**src/hw/rtl/framebuffer_dirty_flush_engine_unit_defines.svh**
```systemverilog
// assertion macros for the framebuffer dirty flush engine
// included by the rtl files that carry assertions, no other dependencies
`ifndef FRAMEBUFFER_DIRTY_FLUSH_ENGINE_UNIT_DEFINES_SVH
`define FRAMEBUFFER_DIRTY_FLUSH_ENGINE_UNIT_DEFINES_SVH
`ifndef NO_ASSERTIONS
// property that must hold at every clock edge outside reset
`define FDF_ASSERT_HOLDS(label, clk, rst_n, prop) \
	label: assert property (@(posedge clk) disable iff (!rst_n) prop) \
	else $error("fdf: property violated");
// trigger in one cycle implies a property in the next
`define FDF_ASSERT_NEXT(label, clk, rst_n, trig, prop) \
	label: assert property (@(posedge clk) disable iff (!rst_n) (trig) |=> (prop)) \
	else $error("fdf: next-cycle property violated");
`else
`define FDF_ASSERT_HOLDS(label, clk, rst_n, prop)
`define FDF_ASSERT_NEXT(label, clk, rst_n, trig, prop)
`endif
`endif

```
**src/hw/rtl/fdf_pkg.sv**
```systemverilog
// shared sizes, operation codes and queue entry type of the flush engine
// no dependencies
`default_nettype none
package fdf_pkg;
	localparam int MAX_WIDTH   = 320;
	localparam int MAX_HEIGHT  = 320;
	localparam int STORE_DEPTH = MAX_WIDTH * MAX_HEIGHT;
	localparam int ADDR_W      = $clog2(STORE_DEPTH);
	// coordinate width follows the 9-bit screen size registers
	localparam int XW          = 9;
	localparam int OFS_W       = 8;

	typedef enum logic [1:0] {
		OP_FILL,
		OP_FLUSH_DIRTY,
		OP_FLUSH_REGION,
		OP_PULL
	} op_t;

	typedef struct packed {
		op_t            op;
		logic [XW-1:0]  left;
		logic [XW-1:0]  top;
		logic [XW-1:0]  right;
		logic [XW-1:0]  bottom;
		logic [15:0]    color;
	} q_entry_t;
endpackage
`default_nettype wire

```
**src/hw/rtl/fdf_front.sv**
```systemverilog
// front end: accepts commands, clips rectangles to the screen, queues operations
// depends on fdf_pkg
`default_nettype none
module fdf_front (
	input  wire logic                        push,
	output logic                             full,
	input  wire logic [2:0]                  command,
	input  wire logic signed [15:0]          pos_x,
	input  wire logic signed [15:0]          pos_y,
	input  wire logic signed [15:0]          rect_width,
	input  wire logic signed [15:0]          rect_height,
	input  wire logic [15:0]                 pixel_color,
	input  wire logic [fdf_pkg::XW-1:0]      eff_w,
	input  wire logic [fdf_pkg::XW-1:0]      eff_h,
	input  wire logic                        init_done,
	input  wire logic                        q_full,
	output logic                             q_push,
	output fdf_pkg::q_entry_t                q_entry
);
	import fdf_pkg::*;

	localparam logic [2:0] CMD_WRITE_PIXEL  = 3'd0;
	localparam logic [2:0] CMD_FILL_RECT    = 3'd1;
	localparam logic [2:0] CMD_FLUSH_DIRTY  = 3'd2;
	localparam logic [2:0] CMD_FLUSH_REGION = 3'd3;
	localparam logic [2:0] CMD_PULL_BYTE    = 3'd4;

	logic signed [17:0] x_s, y_s, w_s, h_s, x_end, y_end;
	logic signed [17:0] x0, y0, x1, y1, x1m, y1m, lim_w, lim_h;
	logic               clip_empty, keep, accept;

	assign accept = push && !full;
	assign full   = q_full || !init_done;

	always_comb begin
		x_s   = {{2{pos_x[15]}}, pos_x};
		y_s   = {{2{pos_y[15]}}, pos_y};
		if (command == CMD_WRITE_PIXEL) begin
			w_s = 18'sd1;
			h_s = 18'sd1;
		end else begin
			w_s = {{2{rect_width[15]}}, rect_width};
			h_s = {{2{rect_height[15]}}, rect_height};
		end
		lim_w = $signed({{(18-XW){1'b0}}, eff_w});
		lim_h = $signed({{(18-XW){1'b0}}, eff_h});
		x_end = x_s + w_s;
		y_end = y_s + h_s;
		x0    = x_s[17] ? 18'sd0 : x_s;
		y0    = y_s[17] ? 18'sd0 : y_s;
		x1    = (x_end > lim_w) ? lim_w : x_end;
		y1    = (y_end > lim_h) ? lim_h : y_end;
		x1m   = x1 - 18'sd1;
		y1m   = y1 - 18'sd1;
		clip_empty = (x1 <= x0) || (y1 <= y0);
	end

	always_comb begin
		keep           = 1'b0;
		q_entry.op     = OP_PULL;
		q_entry.left   = x0[XW-1:0];
		q_entry.top    = y0[XW-1:0];
		q_entry.right  = x1m[XW-1:0];
		q_entry.bottom = y1m[XW-1:0];
		q_entry.color  = pixel_color;
		unique case (command) inside
			CMD_WRITE_PIXEL, CMD_FILL_RECT: begin
				keep       = !clip_empty;
				q_entry.op = OP_FILL;
			end
			CMD_FLUSH_DIRTY: begin
				keep       = 1'b1;
				q_entry.op = OP_FLUSH_DIRTY;
			end
			CMD_FLUSH_REGION: begin
				keep       = !clip_empty;
				q_entry.op = OP_FLUSH_REGION;
			end
			CMD_PULL_BYTE: begin
				keep       = 1'b1;
				q_entry.op = OP_PULL;
			end
			default: begin
				keep = 1'b0;
			end
		endcase
	end

	assign q_push = accept && keep;
endmodule
`default_nettype wire

```
**config.mk**
```make
export PLATFORM = sky130hd
export DESIGN_NAME = fdf_front
export DESIGN_NICKNAME = d
export VERILOG_FILES = /design/src/hw/rtl/framebuffer_dirty_flush_engine_unit_defines.svh /design/src/hw/rtl/fdf_pkg.sv /design/src/hw/rtl/fdf_front.sv
export SDC_FILE = /design/constraint.sdc
export NUM_CORES = 1
export LEC_CHECK = 0
export BUFFER_PORTS_ARGS = -buffer_cell sky130_fd_sc_hd__buf_2
export CAP_MARGIN = 20
export CORE_ASPECT_RATIO = 0.7
export CORE_UTILIZATION = 53
export DETAILED_ROUTE_END_ITERATION = 8
export PLACE_DENSITY = 0.89
export SLEW_MARGIN = 20
export SYNTH_ARGS = -nofsm -noshare
export SYNTH_HDL_FRONTEND = slang
export SYNTH_SLANG_ARGS = --single-unit
export TNS_END_PERCENT = 20
```
**constraint.sdc**
```tcl
create_clock -name vclk -period 10.2
set_input_delay 1.53 -clock vclk [all_inputs]
set_output_delay 1.53 -clock vclk [all_outputs]
set_load 0.1 [all_outputs]
```
==> metrics.md <==
| Metric | Value |
|---|---|
| Placed Cells | 800 |
| Net Sw Frac | 69.3% |
| All-Layer GR Usage | 30.0% |
| Crit path max fanout | 32 |
| Area Growth Syn to Fin | 15.9% |
| CP endpoint kind | primary output |
| Int Power | 180 uW |
| Via count | 4863 |
| Cell Pwr Density | 121 nW/um^2 |
| Port Buf Inserts | 128 |
| Top cells by area, synth | ha_1, nor2b_1, a21oi_1 |
| Peak supply drop | 0.0000849 V |
| Worst path arrival time | 8.30 ns |
| Worst EP required | 8.67 ns |
| Most instantiated cells after synthesis | ha_1, inv_1, a21oi_1 |
| Post-synth cell types | 59 |
| Synth Area in Compound Gates | 24.9% |
| Max Clock Freq | between 100 and 150 MHz |
| Overall power | 588 uW |
| Routed length per instance | 16.1 um |
| Area of the die | 8270 um^2 |
| Post-synthesis adder-cell area fraction | between 20% and 30% |
| Sequential Power Share | 0% |
| Hold Crit Class | in2out |
| Layout clock buffers | 0 |
| Final setup fails | 0 |
| Pleak | 2.60 nW |
| Final ANT Viol Nets | 0 |
| Final HPWL DP | 10900 um |
| Startpoint Class | input pin |
| Largest net degree at the start of global routing | 33 |
| Row count | 26 |
| Seq/Total Area, Yosys | 0% |
| Synth Cell Area | 4190 um^2 |
| Number of global-route vias before repair | around 4500 |
| Gpl congestion | between 0.9 and 1 |
| Pins Over Slew Limit | 0 |
| Drt total wl | 12900 um |
| Final hold violations | 0 |
| Clock power share | 0% |
| Top-count cell post-synth | ha_1 |
| Comb power frac | 100.0% |
| Crit path kind | in2out |
| Slowest stage cell, crit path | or4b_4 |
| Most Crowded Layer GR | met2 |
| Register area | 0 um^2 |
| Outcome | finished, final reports clean |
| Die Span Y | approximately 76 um |
| Seq cells | 0 |
| Core Area | between 7000 and 8000 um^2 |
| Worst path most repeated cell | a21oi_1 |
| Synth Area in XOR/XNOR | 7.74% |
| Grt total ovfl | 0 |
| First-pass GRT wire length | slightly above 20000 um |
| Layout cells sized above 1 | 22.1% |
| DRT iter0 DRCs | 460 |
| Number of synthesis warnings | 0 |
| Initial core utilization | 56.0% |
| Period Utilization, post-route | 96.4% |
| Post-synthesis mux area share | 3.76% |
| Main combinational cell family by area after synthesis | simple AND/OR/NAND/NOR gates |
| Layout Nets | around 900 |
| Fin crit period | 9.83 ns |
| Worst rel slew slack | 42.0% |
| CP Buf/Inv Count | 5 |
| # Post-CTS Setup Buffers | 0 |
| Largest area contributor in the netlist | ha_1 |
| Mapped Nets | about 790 |
| Unrepaired setup endpoints after global routing | no |
| Die Wd | 108 um |
| Met1 usage | a little over two fifths |
| Met2 Use GR | 49.6% |
| Syn Inst Count | 604 |
| CP max stage delay | 0.54 ns |
| Number of primary I/O pins | 160 |
| M3 GR Usage | 3.76% |
| # DRC | 0 |
| Syn_area_per_cell | 6.94 um^2 |
| Top cell type's share of synthesized area | 24.5% |
| Drt first pass iters | 5 |
| Vias per std cell | approximately 6.1 |
| Max_cap viols | 0 |
| Post-Synth Simple-Gate Area | 28.1% |
| CP delay by family, top | compound AO/OA/AOI/OAI gates |
| Diode count | 0 |
| Psw | just over 400 uW |
| Non-filler cells, final | 800 |
| Initial antenna violation count | 0 |
| Worst-margin pin slew | ~0.87 ns |
through the flow:
step	worst slack [ns]	util (%)	hold slack [ns]	setup TNS [ns]	area [um^2]
after CTS	0.371	64.8	3.06	0	4850
after floorplan	-0.333	-	3.27	-0.882	4220
after global routing	0.0252	64.9	3.06	0	4850
after detailed placement	0.386	64.8	3.06	0	4850
after global placement	0.604	64.8	3.06	0	4850
final	0.370	64.9	3.06	0	4850
path summary, 6_finish.rpt:
check	start	to	depth (start not counted)
worst max-delay path	command[2]	q_push	34
worst min-delay path	pixel_color[11]	q_entry[11]	0
kinds of logic after synthesis:
family	Yosys count
AND/OR/NAND/NOR	216
AO/OA/AOI/OAI	159
XOR/XNOR	37
adder cells (fa/ha/maj)	84
buffers and inverters	93
multiplexers	15
routing by layer:
| layer | up-vias | share of wire [%] |
|---|---|---|
| li1 | 2332 | - |
| met1 | 2204 | 44 |
| met2 | 300 | 44 |
| met3 | 27 | 10 |
| met4 | 0 | 1.8 |
| met5 | - | 0 |
power groups by stage:
stage / registers, mW / clock network, mW / logic (mW)
finish: 0 / 0 / 0.588
global route: 0 / 0 / 0.628
CTS: 0 / 0 / 0.577
detailed placement: 0 / 0 / 0.574
global placement: 0 / 0 / 0.556
floorplan: 0 / 0 / 0.484
timing repair:
action	CTS	global route
endpoints found under the setup margin	0	1
resized for setup	0	2
hold buffers	0	0
area by class of cell:
type               count  area, um^2
fillers              652        2630
inverters             61         229
multi-input cells    511        3810
well taps             98         123
repair buffers       130         693
cells in the final DEF (no fill, tap or decap), types with 3 or more instances in the layout:
cell type    n
nor3_1      11
o21a_1       7
a21o_1      26
and4_1       3
mux2_2       6
inv_1       61
a21oi_1     45
ha_1        82
nor4_1       4
o21bai_1     3
nand4_1     13
nor2_1      42
a31oi_1      7
and3_1       6
buf_2      126
nand3_1     15
o21ai_0     25
nand2b_1    37
o21ai_1      8
or2_2        3
and2_1       3
o211ai_1     3
xor2_1      12
mux2i_1      8
a211oi_1     7
nor2b_1     43
nand2_1     25
xnor2_1     22
or3_1        3
(Power assumes the default switching activity.)
