===== config.mk =====
export PLATFORM = sky130hd
export DESIGN_NAME = fdf_queue
export DESIGN_NICKNAME = d
export VERILOG_FILES = /design/src/hw/rtl/framebuffer_dirty_flush_engine_unit_defines.svh /design/src/hw/rtl/fdf_pkg.sv /design/src/hw/rtl/fdf_queue.sv
export SDC_FILE = /design/constraint.sdc
export NUM_CORES = 1
export LEC_CHECK = 0
export BUFFER_PORTS_ARGS = -buffer_cell sky130_fd_sc_hd__buf_2
export CORE_MARGIN = 10
export CORE_UTILIZATION = 29
export CTS_BUF_LIST = sky130_fd_sc_hd__clkbuf_8 sky130_fd_sc_hd__clkbuf_16
export DETAILED_ROUTE_END_ITERATION = 7
export MAX_ROUTING_LAYER = met4
export PLACE_DENSITY = 0.6
export SLEW_MARGIN = 20
export SYNTH_ARGS = -nofsm -noshare
export SYNTH_HDL_FRONTEND = slang
export SYNTH_SLANG_ARGS = --single-unit

===== constraint.sdc =====
create_clock -name clk -period 7.75 [get_ports clk]
set_clock_uncertainty 0.15 [all_clocks]
set_input_delay 0 -clock clk [delete_from_list [all_inputs] [get_ports clk]]
set_output_delay 0 -clock clk [all_outputs]
set_load 0.02 [all_outputs]

===== src/hw/rtl/framebuffer_dirty_flush_engine_unit_defines.svh =====
// assertion macros for the framebuffer dirty flush engine
// included by the rtl files that carry assertions, no other dependencies
`ifndef FRAMEBUFFER_DIRTY_FLUSH_ENGINE_UNIT_DEFINES_SVH
`define FRAMEBUFFER_DIRTY_FLUSH_ENGINE_UNIT_DEFINES_SVH
`ifndef NO_ASSERTIONS
// property that must hold at every clock edge outside reset
`define FDF_ASSERT_HOLDS(label, clk, rst_n, prop) \
	label: assert property (@(posedge clk) disable iff (!rst_n) prop) \
	else $error("fdf: property violated");
// trigger in one cycle implies a property in the next
`define FDF_ASSERT_NEXT(label, clk, rst_n, trig, prop) \
	label: assert property (@(posedge clk) disable iff (!rst_n) (trig) |=> (prop)) \
	else $error("fdf: next-cycle property violated");
`else
`define FDF_ASSERT_HOLDS(label, clk, rst_n, prop)
`define FDF_ASSERT_NEXT(label, clk, rst_n, trig, prop)
`endif
`endif


===== src/hw/rtl/fdf_pkg.sv =====
// shared sizes, operation codes and queue entry type of the flush engine
// no dependencies
`default_nettype none
package fdf_pkg;
	localparam int MAX_WIDTH   = 320;
	localparam int MAX_HEIGHT  = 320;
	localparam int STORE_DEPTH = MAX_WIDTH * MAX_HEIGHT;
	localparam int ADDR_W      = $clog2(STORE_DEPTH);
	// coordinate width follows the 9-bit screen size registers
	localparam int XW          = 9;
	localparam int OFS_W       = 8;

	typedef enum logic [1:0] {
		OP_FILL,
		OP_FLUSH_DIRTY,
		OP_FLUSH_REGION,
		OP_PULL
	} op_t;

	typedef struct packed {
		op_t            op;
		logic [XW-1:0]  left;
		logic [XW-1:0]  top;
		logic [XW-1:0]  right;
		logic [XW-1:0]  bottom;
		logic [15:0]    color;
	} q_entry_t;
endpackage
`default_nettype wire


===== src/hw/rtl/fdf_queue.sv =====
// two-entry operation queue between front and back end
// depends on fdf_pkg
`default_nettype none
module fdf_queue (
	input  wire logic        clk,
	input  wire logic        arst_n,
	input  wire logic        wr_en,
	input  fdf_pkg::q_entry_t wr_data,
	output logic             full,
	input  wire logic        rd_en,
	output fdf_pkg::q_entry_t rd_data,
	output logic             empty
);
	import fdf_pkg::*;

	q_entry_t   entry_q [2];
	logic       wr_ptr_q, rd_ptr_q;
	logic [1:0] count_q;

	assign full    = (count_q == 2'd2);
	assign empty   = (count_q == 2'd0);
	assign rd_data = entry_q[rd_ptr_q];

	always_ff @(posedge clk) begin
		if (wr_en) begin
			entry_q[wr_ptr_q] <= wr_data;
		end
	end

	always_ff @(posedge clk or negedge arst_n) begin
		if (!arst_n) begin
			wr_ptr_q <= 1'b0;
			rd_ptr_q <= 1'b0;
			count_q  <= 2'd0;
		end else begin
			if (wr_en) begin
				wr_ptr_q <= !wr_ptr_q;
			end
			if (rd_en) begin
				rd_ptr_q <= !rd_ptr_q;
			end
			case ({wr_en, rd_en})
				2'b10:   count_q <= count_q + 2'd1;
				2'b01:   count_q <= count_q - 2'd1;
				default: count_q <= count_q;
			endcase
		end
	end
endmodule
`default_nettype wire


==> results of run 1 <==
-- cells in the final DEF, fill, tap and decap left out, drive strengths merged --
master,Yosys,layout
dlygate4sd3,0,58
xnor2,2,2
edfxtp,108,108
inv,1,5
and2,1,1
mux2,54,54
clkinv,0,2
xor2,3,3
clkbuf,0,9
nor2,3,3
dfrtp,4,4
ha,1,1
nor2b,1,1
buf,6,115
-- power breakdown --
group | internal [mW] | switching, mW | total (mW)
Sequential | 0.806 | 0.110 | 0.916
Combinational | 0.329 | 0.326 | 0.654
Clock | 0.209 | 0.187 | 0.396
Total | 1.34 | 0.622 | 1.97
-- area by class of cell --
cell class,count,area (µm²)
fillers,1334,8718
flip-flops and latches,112,3347
repair buffers,173,1161
multi-input cells,65,880.8
well taps,184,230.2
clock buffers,9,225.2
clock inverters,6,22.52
inverters,1,3.754
-- cells by family after synthesis --
family	count (synthesis)	synth area share, %
DFF	112	77.20
xor gates and xnor gates	5	1.011
muxes	54	18.29
and+or+nand+nor	5	0.5491
adders and majority gates	1	0.2889
buffers and inverters	7	2.658
-- worst min path at each step --
stage | depth (start not counted) | endpoint | from
3_3_place_gp | 1 | wr_ptr_q | arst_n
5_1_grt | 2 | entry_q[0][33] | wr_data[33]
3_5_place_dp | 1 | count_q[1] | arst_n
2_1_floorplan | 0 | count_q[0] | arst_n
4_1_cts | 2 | entry_q[1][46] | wr_data[46]
6_report | 3 | rd_ptr_q | rd_en
-- synth_stat cells --
library cell	n
xnor2_1	2
mux2_2	5
buf_6	1
nor2b_1	1
edfxtp_1	108
and2_1	1
nor2_1	3
ha_1	1
inv_1	1
buf_12	5
mux2_4	49
xor2_1	3
dfrtp_1	4
-- what timing repair did --
action / CTS / global route
resized for setup: 0 / 0
endpoints found under the hold margin: 116 / 0
hold buffers: 58 / 0
-- per-layer routing --
metal  vias to the layer above  routed length (µm)  global-route usage, %  part of all wire (%)
met4                         0                 106                  3.066                   1.2
met5                         -                   0                      -                     0
met3                         9                 573                  3.738                   6.7
met1                      1083                3538                  9.721                    41
li1                       1071                   -                      -                     -
met2                        70                4380                  13.89                    51
-- worst reg2reg max path, stage by stage, from the launching register on --
cell     delay (ns)
dfrtp_1        0.42
and2_2         0.51
buf_4          0.52
-- registers in the layout, indices dropped and copies added (netlist names) --
register	cells
count_q	2
wr_ptr_q	1
entry_q	108
rd_ptr_q	1
-- through the flow --
| stage | instances | setup slack, ns | hold slack, ns | utilization [%] |
|---|---|---|---|---|
| floorplan | 184 | 4.465 | -0.4456 | - |
| global placement | 477 | 5.757 | -0.3397 | 34.56 |
| detailed placement | 477 | 5.708 | -0.3334 | 34.56 |
| CTS | 550 | 5.474 | 0.2047 | 40.24 |
| global route | 550 | 5.417 | 0.2197 | 40.24 |
| finish | 550 | 5.517 | 0.2226 | 40.24 |
==> flow_metrics.env, run 1 <==
export IMPL_status="completed"
export IMPL_rrSetupSlack_ns=5.76
export IMPL_clkSlewWorstSetupHoldPaths_ns=0.06
export IMPL_cts_buffers=9
export IMPL_cts_sinks=112
export IMPL_path_cells="mux2_2 > buf_2"
export IMPL_coreArea_um2=14590
export IMPL_syn_nets=243
export IMPL_critPathMaxStageDelay_ns=1.07
export IMPL_drv_slew=0
export IMPL_antenna_found_initial=0
export IMPL_drc=0
export IMPL_worst_path_buf_inv=1
export IMPL_cts_setup_buffers=0
export IMPL_final_area_um2=5871
export IMPL_area_growth_pct=35.57
export IMPL_initial_core_util_pct=29.68
export IMPL_critical_path_top_delay_family="flip-flops"
export IMPL_maxCapViolations=0
export IMPL_tns_ns=0
export IMPL_gp_congestion=0.6592
export IMPL_drt_vias_per_instance=4.060
export IMPL_final_nets=421
export IMPL_crit_path_max_fanout=55
export IMPL_clkLatencyLatePin_ns=0.34
export IMPL_syn_avg_cell_area_um2=23.53
export IMPL_cp_slowest_cell="dfrtp_4"
export IMPL_vias=2233
export IMPL_reg2reg_depth=2
export IMPL_clockBufferDepth=2
export IMPL_reg2reg_from="wr_ptr_q"
export IMPL_ant_nets=0
export IMPL_tritoncts="yes"
export IMPL_grt_max_degree=56
export IMPL_cts_root_buf="clkbuf_16"
export IMPL_period_share_pct=28.82
export IMPL_startpoint="rd_ptr_q"
export IMPL_die_area_um2=20220
export IMPL_relSlewSlack_pct=30.62
export IMPL_antenna_cells=0
export IMPL_max_freq_ghz=0.4478
export IMPL_timing_rr_end="entry_q[1][44]"
export IMPL_wirelength_um=8599
export IMPL_drive_gt1_share_pct=49.45
export IMPL_crit_path_end_kind="output pin"
export IMPL_place_hpwl_um=5722
export IMPL_critPathCapture="rd_data[52]"
export IMPL_p_per_area_nw_per_um2=334.9
export IMPL_syn_inst=184
export IMPL_layout_min_cycle_time_ns=2.233
export IMPL_setup_viol=0
export IMPL_grt_usage_pct=8.772
export IMPL_fp_dieH_um=142.2
export IMPL_max_slew_worst_pin_slew_ns=1.041
export IMPL_fin_total_pwr_mw=1.966
export IMPL_grt_pass1_wl_um=13450
export IMPL_ys_seq_elements=112
export IMPL_synth_distinct_cells=13
export IMPL_yosysTopAreaCellShare_pct=74.89
export IMPL_synthTopCellsByArea="edfxtp_1 (75%), mux2_4 (17%), buf_12 (2.3%), dfrtp_1 (2.3%), mux2_2 (1.3%)"
export IMPL_hold_violations=0
export IMPL_crit_cells=2
export IMPL_grt_pass1_vias=2505
export IMPL_start_kind="register"
export IMPL_ir_drop_mv=0.2877
export IMPL_syn_area_um2=4330
export IMPL_hold_path_class="in2reg"
export IMPL_yosys_warnings=0
export IMPL_drt_pass1_iter_count=2
export IMPL_drtIter0Drc=82
export IMPL_io_buffer_count=113
export IMPL_p_leak_nw=2.358
export IMPL_wl_per_cell_um=15.63
export IMPL_yosysTopAreaCell="edfxtp_1"
export IMPL_boundaryPins=114
export IMPL_ys_seq_area_share_pct=77.20
export IMPL_worstSetupPathType="reg2out"
export IMPL_cp_required_ns=7.60
export IMPL_arrival_ns=2.08
export IMPL_grt_setup_unrepaired="false"
export IMPL_placed_cell_area_um2=5042
export IMPL_rows=44
export IMPL_die_w_um=142.2
export IMPL_cts_max_level=3
export IMPL_overflow=0
Note: power is estimated with default switching activity, not from simulation.
==> run 2: changes to the inputs <==
--- a/config.mk
+++ b/config.mk
@@ -11,7 +11,7 @@
 export CTS_BUF_LIST = sky130_fd_sc_hd__clkbuf_8 sky130_fd_sc_hd__clkbuf_16
 export DETAILED_ROUTE_END_ITERATION = 7
 export MAX_ROUTING_LAYER = met4
-export PLACE_DENSITY = 0.6
+export PLACE_DENSITY = 0.62
 export SLEW_MARGIN = 20
 export SYNTH_ARGS = -nofsm -noshare
 export SYNTH_HDL_FRONTEND = slang
==> constraint.sdc (replaced) <==
create_clock -name clk -period 1.82 [get_ports clk]
set_clock_uncertainty 0.15 [all_clocks]
set_input_delay 0 -clock clk [delete_from_list [all_inputs] [get_ports clk]]
set_output_delay 0 -clock clk [all_outputs]
set_load 0.02 [all_outputs]
==> run 2 against run 1 <==
Net effect: global-route usage up 0.097 points; first-iteration DRC count up 21%; register-to-register slack worse by 5.4 ns; critical path type unchanged; largest power group unchanged; highest routed layer unchanged.
==> flow_metrics.env, run 2 (synthesis results as in run 1) <==
export IMPL_status="completed"
export IMPL_max_freq_ghz=0.5750
export IMPL_p_per_area_nw_per_um2=1432
export IMPL_p_seq_share_pct=42.2
export IMPL_die_w_um=142.2
export IMPL_cp_required_ns=1.67
export IMPL_drtIter0Drc=99
export IMPL_drt_pass1_iter_count=4
export IMPL_layout_commonest_cell="buf_2"
export IMPL_grt_pass1_wl_um=13520
export IMPL_die_area_um2=20220
export IMPL_p_sw_mw=2.700
export IMPL_final_area_um2=5946
export IMPL_p_leak_nw=2.387
export IMPL_ir_drop_mv=0.6411
export IMPL_layout_min_cycle_time_ns=1.739
export IMPL_wl_per_cell_um=15.60
export IMPL_final_util_pct=40.75
export IMPL_clkLatencyLatePin_ns=0.34
export IMPL_tritoncts="yes"
export IMPL_top_register="entry_q"
export IMPL_drt_vias_per_instance=4.049
export IMPL_worstSetupPathType="reg2out"
export IMPL_crit_path_max_fanout=30
export IMPL_grt_pass1_vias=2619
export IMPL_hold_path_class="in2reg"
export IMPL_place_hpwl_um=5624
export IMPL_cts_buffers=9
export IMPL_num_fill_cells=1313
export IMPL_rrSetupSlack_ns=0.39
export IMPL_rows=44
export IMPL_layout_setup_ws_ns=0.08082
export IMPL_antenna_cells=0
export IMPL_fin_total_pwr_mw=8.515
export IMPL_grt_max_degree=55
export IMPL_grtUsageMet3_pct=3.538
export IMPL_io_buffer_count=113
export IMPL_coreArea_um2=14590
export IMPL_crit_path_end_kind="output pin"
export IMPL_wirelength_um=8626
export IMPL_grt_usage_pct=8.869
export IMPL_gp_congestion=0.6660
export IMPL_arrival_ns=1.59
export IMPL_placed_cell_area_um2=5107
export IMPL_drv_slew=0
export IMPL_grt_use_met1_pct=9.895
export IMPL_largest_registers="entry_q: 108 flops, count_q: 2 flops"
export IMPL_tns_ns=0
export IMPL_met2_usage_pct=14.09
export IMPL_final_cell_count_no_fill=553
export IMPL_grt_setup_unrepaired="false"
export IMPL_cts_max_level=3
export IMPL_largest_reg_flops=108
export IMPL_max_slew_worst_pin_slew_ns=0.3454
export IMPL_top_usage_layer="met2"
export IMPL_hold_violations=0
export IMPL_holdWs_ns=0.2284
export IMPL_relSlewSlack_pct=76.97
export IMPL_clkSlewWorstSetupHoldPaths_ns=0.06
export IMPL_final_nets=423
export IMPL_period_share_pct=95.56
export IMPL_place_inst=479
export IMPL_reg2reg_depth=2
export IMPL_dp_slack_ns=0.4134
export IMPL_p_int_mw=5.815
export IMPL_clockBufferDepth=2
export IMPL_layout_common_cells="buf_2 (113), edfxtp_1 (108), dlygate4sd3_1 (58), mux2_4 (49), clkbuf_16 (9)"
export IMPL_cts_root_buf="clkbuf_16"
export IMPL_area_growth_pct=37.30
export IMPL_start_kind="register"
export IMPL_overflow=0
export IMPL_boundaryPins=114
export IMPL_vias=2239
export IMPL_drive_gt1_share_pct=50.14
export IMPL_cts_sinks=112
export IMPL_p_comb_share_pct=37.6
export IMPL_drc=0
export IMPL_antenna_found_initial=0
export IMPL_initial_core_util_pct=29.68
export IMPL_maxCapViolations=0
export IMPL_ant_nets=0
export IMPL_holdPathStages=2
export IMPL_setup_viol=0
export IMPL_fp_dieH_um=142.2
export IMPL_pwr_share_clk_pct=20.3
export IMPL_switching_share_pct=31.70
export IMPL_cts_resized=0
## run 2: changes by cell type in the layout (fill, tap and decap cells not counted)
cell	before	now
buf_12	0	4
buf_4	2	0
inv_1	5	4
clkinv_2	0	1
clkinv_4	0	1
## run 2: path summary, 6_finish.rpt
kind,end,start
max,rd_data[51],rd_ptr_q
min,entry_q[1][24],wr_data[24]
max reg2reg,entry_q[1][39],wr_ptr_q
min reg2reg,count_q[1],count_q[1]
max in group asynchronous,rd_ptr_q,arst_n
min in group asynchronous,wr_ptr_q,arst_n
## run 2: cell type report
cell class	count	area (µm²)	share of cell area (%)
well taps	184	230.2	3.872
multi-input cells	65	880.8	14.81
clock buffers	9	225.2	3.788
repair buffers	175	1226	20.62
inverters	1	3.754	0.06313
clock inverters	7	32.53	0.5471
flip-flops and latches	112	3347	56.29
## run 2: power by group through the flow
stage	clock network, mW	logic [mW]	registers (mW)
2_1_floorplan	0	2.45	3.60
3_3_place_gp	0	3.17	3.62
3_5_place_dp	0	3.18	3.65
4_1_cts	1.80	3.29	3.60
5_1_grt	1.91	3.42	3.64
6_report	1.73	3.20	3.59
## run 2: repair_timing
action,4_1_cts,5_1_grt
setup buffers,0,0
hold buffers,58,0
hold endpoints to repair,116,0
## run 2: layer usage
metal	up-vias	wire length, µm	part of all wire, %
met1	1085	3708	43
met2	68	4273	50
met3	8	567	6.6
met5	-	0	0
met4	0	76	0.88
li1	1078	-	-
## run 2: worst max-delay path: stages, from the launching register on
cell,delay (ns)
dfrtp_4,0.44
buf_12,0.24
mux2_2,0.37
buf_2,0.16
==> run 3: changes to the inputs <==
--- a/config.mk
+++ b/config.mk
@@ -11,7 +11,7 @@
 export CTS_BUF_LIST = sky130_fd_sc_hd__clkbuf_8 sky130_fd_sc_hd__clkbuf_16
 export DETAILED_ROUTE_END_ITERATION = 7
 export MAX_ROUTING_LAYER = met4
-export PLACE_DENSITY = 0.62
+export PLACE_DENSITY_LB_ADDON = 0.25
 export SLEW_MARGIN = 20
 export SYNTH_ARGS = -nofsm -noshare
 export SYNTH_HDL_FRONTEND = slang
==> constraint.sdc (replaced) <==
create_clock -name clk -period 1.7 [get_ports clk]
set_clock_uncertainty 0.15 [all_clocks]
set_input_delay 0 -clock clk [delete_from_list [all_inputs] [get_ports clk]]
set_output_delay 0 -clock clk [all_outputs]
set_load 0.02 [all_outputs]
==> run 3 against run 2 <==
Net effect: worst hold slack worse by 0.0079 ns; power is 24% higher; design area is 9.1% higher; highest routed layer unchanged; global-route usage is 0.25 points higher; routed wire length is 5.6% higher; sequential power is 6.7% higher; core utilization is 3.7 points higher; critical endpoint is now rd_data[0]; via count is 2.7% higher; register-to-register slack worse by 0.06 ns; non-clock buffer count is 10 higher; first-iteration DRC count is 19% lower; the flow now finishes with violations (negative setup slack).
==> flow_metrics.env, run 3 (synthesis results as in run 1) <==
export IMPL_status="finished, violations left"
export IMPL_violations="negative setup slack"
export IMPL_final_cell_count_no_fill=564
export IMPL_grt_pass1_vias=2634
export IMPL_drtIter0Drc=80
export IMPL_drive_gt1_share_pct=51.98
export IMPL_place_hpwl_um=5872
export IMPL_cts_root_buf="clkbuf_16"
export IMPL_timing_rr_end="entry_q[1][26]"
export IMPL_pwr_share_clk_pct=20.3
export IMPL_antenna_found_initial=1
export IMPL_hp_start="wr_data[41]"
export IMPL_hold_violations=0
export IMPL_p_per_area_nw_per_um2=1632
export IMPL_grt_pass1_wl_um=13740
export IMPL_clockBufferDepth=2
export IMPL_area_growth_pct=49.84
export IMPL_cts_sinks=112
export IMPL_crit_path_max_fanout=8
export IMPL_holdWs_ns=0.2205
export IMPL_start_kind="register"
export IMPL_largest_reg_flops=108
export IMPL_switching_share_pct=29.59
export IMPL_final_nets=433
export IMPL_place_inst=482
export IMPL_p_seq_share_pct=36.2
export IMPL_reg2reg_depth=2
export IMPL_cts_buffers=9
export IMPL_drt_vias_per_instance=4.078
export IMPL_holdPathStages=2
export IMPL_setup_viol=51
export IMPL_initial_core_util_pct=29.68
export IMPL_p_sw_mw=3.134
export IMPL_crit_path_end_kind="output pin"
export IMPL_arrival_ns=1.61
export IMPL_layout_common_cells="edfxtp_1 (108), buf_2 (62), dlygate4sd3_1 (58), buf_6 (51), mux2_4 (49)"
export IMPL_clkLatencyLatePin_ns=0.34
export IMPL_top_register="entry_q"
export IMPL_hold_path_class="in2reg"
export IMPL_rrSetupSlack_ns=0.33
export IMPL_p_int_mw=7.456
export IMPL_tritoncts="yes"
export IMPL_layout_min_cycle_time_ns=1.758
export IMPL_drt_pass1_iter_count=4
export IMPL_grt_setup_unrepaired="true"
export IMPL_min_to="entry_q[0][41]"
export IMPL_rows=44
export IMPL_boundaryPins=114
export IMPL_vias=2300
export IMPL_relSlewSlack_pct=82.96
export IMPL_cts_max_level=3
export IMPL_drv_slew=0
export IMPL_grt_usage_pct=9.120
export IMPL_wirelength_um=9109
export IMPL_period_share_pct=103.4
export IMPL_p_comb_share_pct=43.5
export IMPL_fin_total_pwr_mw=10.59
export IMPL_cp_required_ns=1.55
export IMPL_maxCapViolations=0
export IMPL_max_slew_worst_pin_slew_ns=0.2556
export IMPL_clkSlewWorstSetupHoldPaths_ns=0.07
export IMPL_drc=0
export IMPL_ant_nets=0
export IMPL_gp_congestion=0.6828
export IMPL_overflow=0
export IMPL_reg2reg_from="wr_ptr_q"
export IMPL_largest_registers="entry_q: 108 flops, count_q: 2 flops"
export IMPL_layout_setup_ws_ns=-0.05844
export IMPL_grt_max_degree=38
export IMPL_ir_drop_mv=0.7944
export IMPL_die_area_um2=20220
export IMPL_layout_commonest_cell="edfxtp_1"
export IMPL_fp_dieH_um=142.2
export IMPL_wl_per_cell_um=16.15
export IMPL_worstSetupPathType="reg2out"
export IMPL_die_w_um=142.2
export IMPL_max_freq_ghz=0.5687
export IMPL_p_leak_nw=2.606
export IMPL_io_buffer_count=113
export IMPL_coreArea_um2=14590
==> run 3: worst max path at each step <==
stage / from / end / slack [ns] / cells after the start
2_1_floorplan: wr_ptr_q / entry_q[0][0] / -0.07 / 1
3_3_place_gp: rd_ptr_q / rd_data[51] / 0.21 / 3
3_5_place_dp: rd_ptr_q / rd_data[50] / 0.20 / 3
4_1_cts: rd_ptr_q / rd_data[51] / -0.09 / 3
5_1_grt: rd_ptr_q / rd_data[4] / -0.11 / 4
6_report: rd_ptr_q / rd_data[0] / -0.06 / 4
==> run 3: metal layers <==
layer  vias up  wire, µm  GRT usage [%]  part of all wire, %
met1      1127      3776          10.07                   41
li1       1099         -              -                    -
met3         8       566          3.304                  6.2
met2        66      4614          14.67                   51
met5         -         0              -                    0
met4         0       150          3.712                  1.6
==> run 3: power groups by stage <==
stage                     Combinational [mW]  Clock, mW  Sequential (mW)
after floorplan                         2.62          0             3.85
after global placement                  3.45          0             3.96
after detailed placement                3.44          0             3.99
after CTS                               4.12       2.24             3.89
after global routing                    4.88       2.33             3.88
final                                   4.61       2.15             3.83
==> run 3: worst max-delay path, stage by stage (launching register included) <==
cell,delay (ns)
dfrtp_4,0.49
buf_12,0.16
clkbuf_16,0.17
mux2_4,0.31
buf_6,0.13
==> run 3: through the flow <==
step	area, µm²	setup TNS [ns]	setup slack (ns)	util, %
global route	6489	-4.328	-0.1068	44.48
detailed placement	5155	0	0.2000	35.33
global placement	5155	0	0.2068	35.33
floorplan	4339	-4.097	-0.07267	-
finish	6489	-1.600	-0.05844	44.48
CTS	6272	-2.363	-0.09259	42.99
==> run 3: timing repair <==
action	in CTS	in global routing
buffers inserted	1	3
hold endpoints to repair	116	0
gates resized for setup	71	36
gates cloned	0	3
hold buffers	58	0
endpoints found under the setup margin	47	52
==> run 3: cell type report <==
class,instances,area (µm²)
fill,1246,8100
sequential,112,3347
timing repair buffer,185,1718
multi-input combinational,65,880.8
tap,184,230.2
clock buffer,9,225.2
clock inverter,7,81.33
inverter,1,3.754
antenna,1,2.502
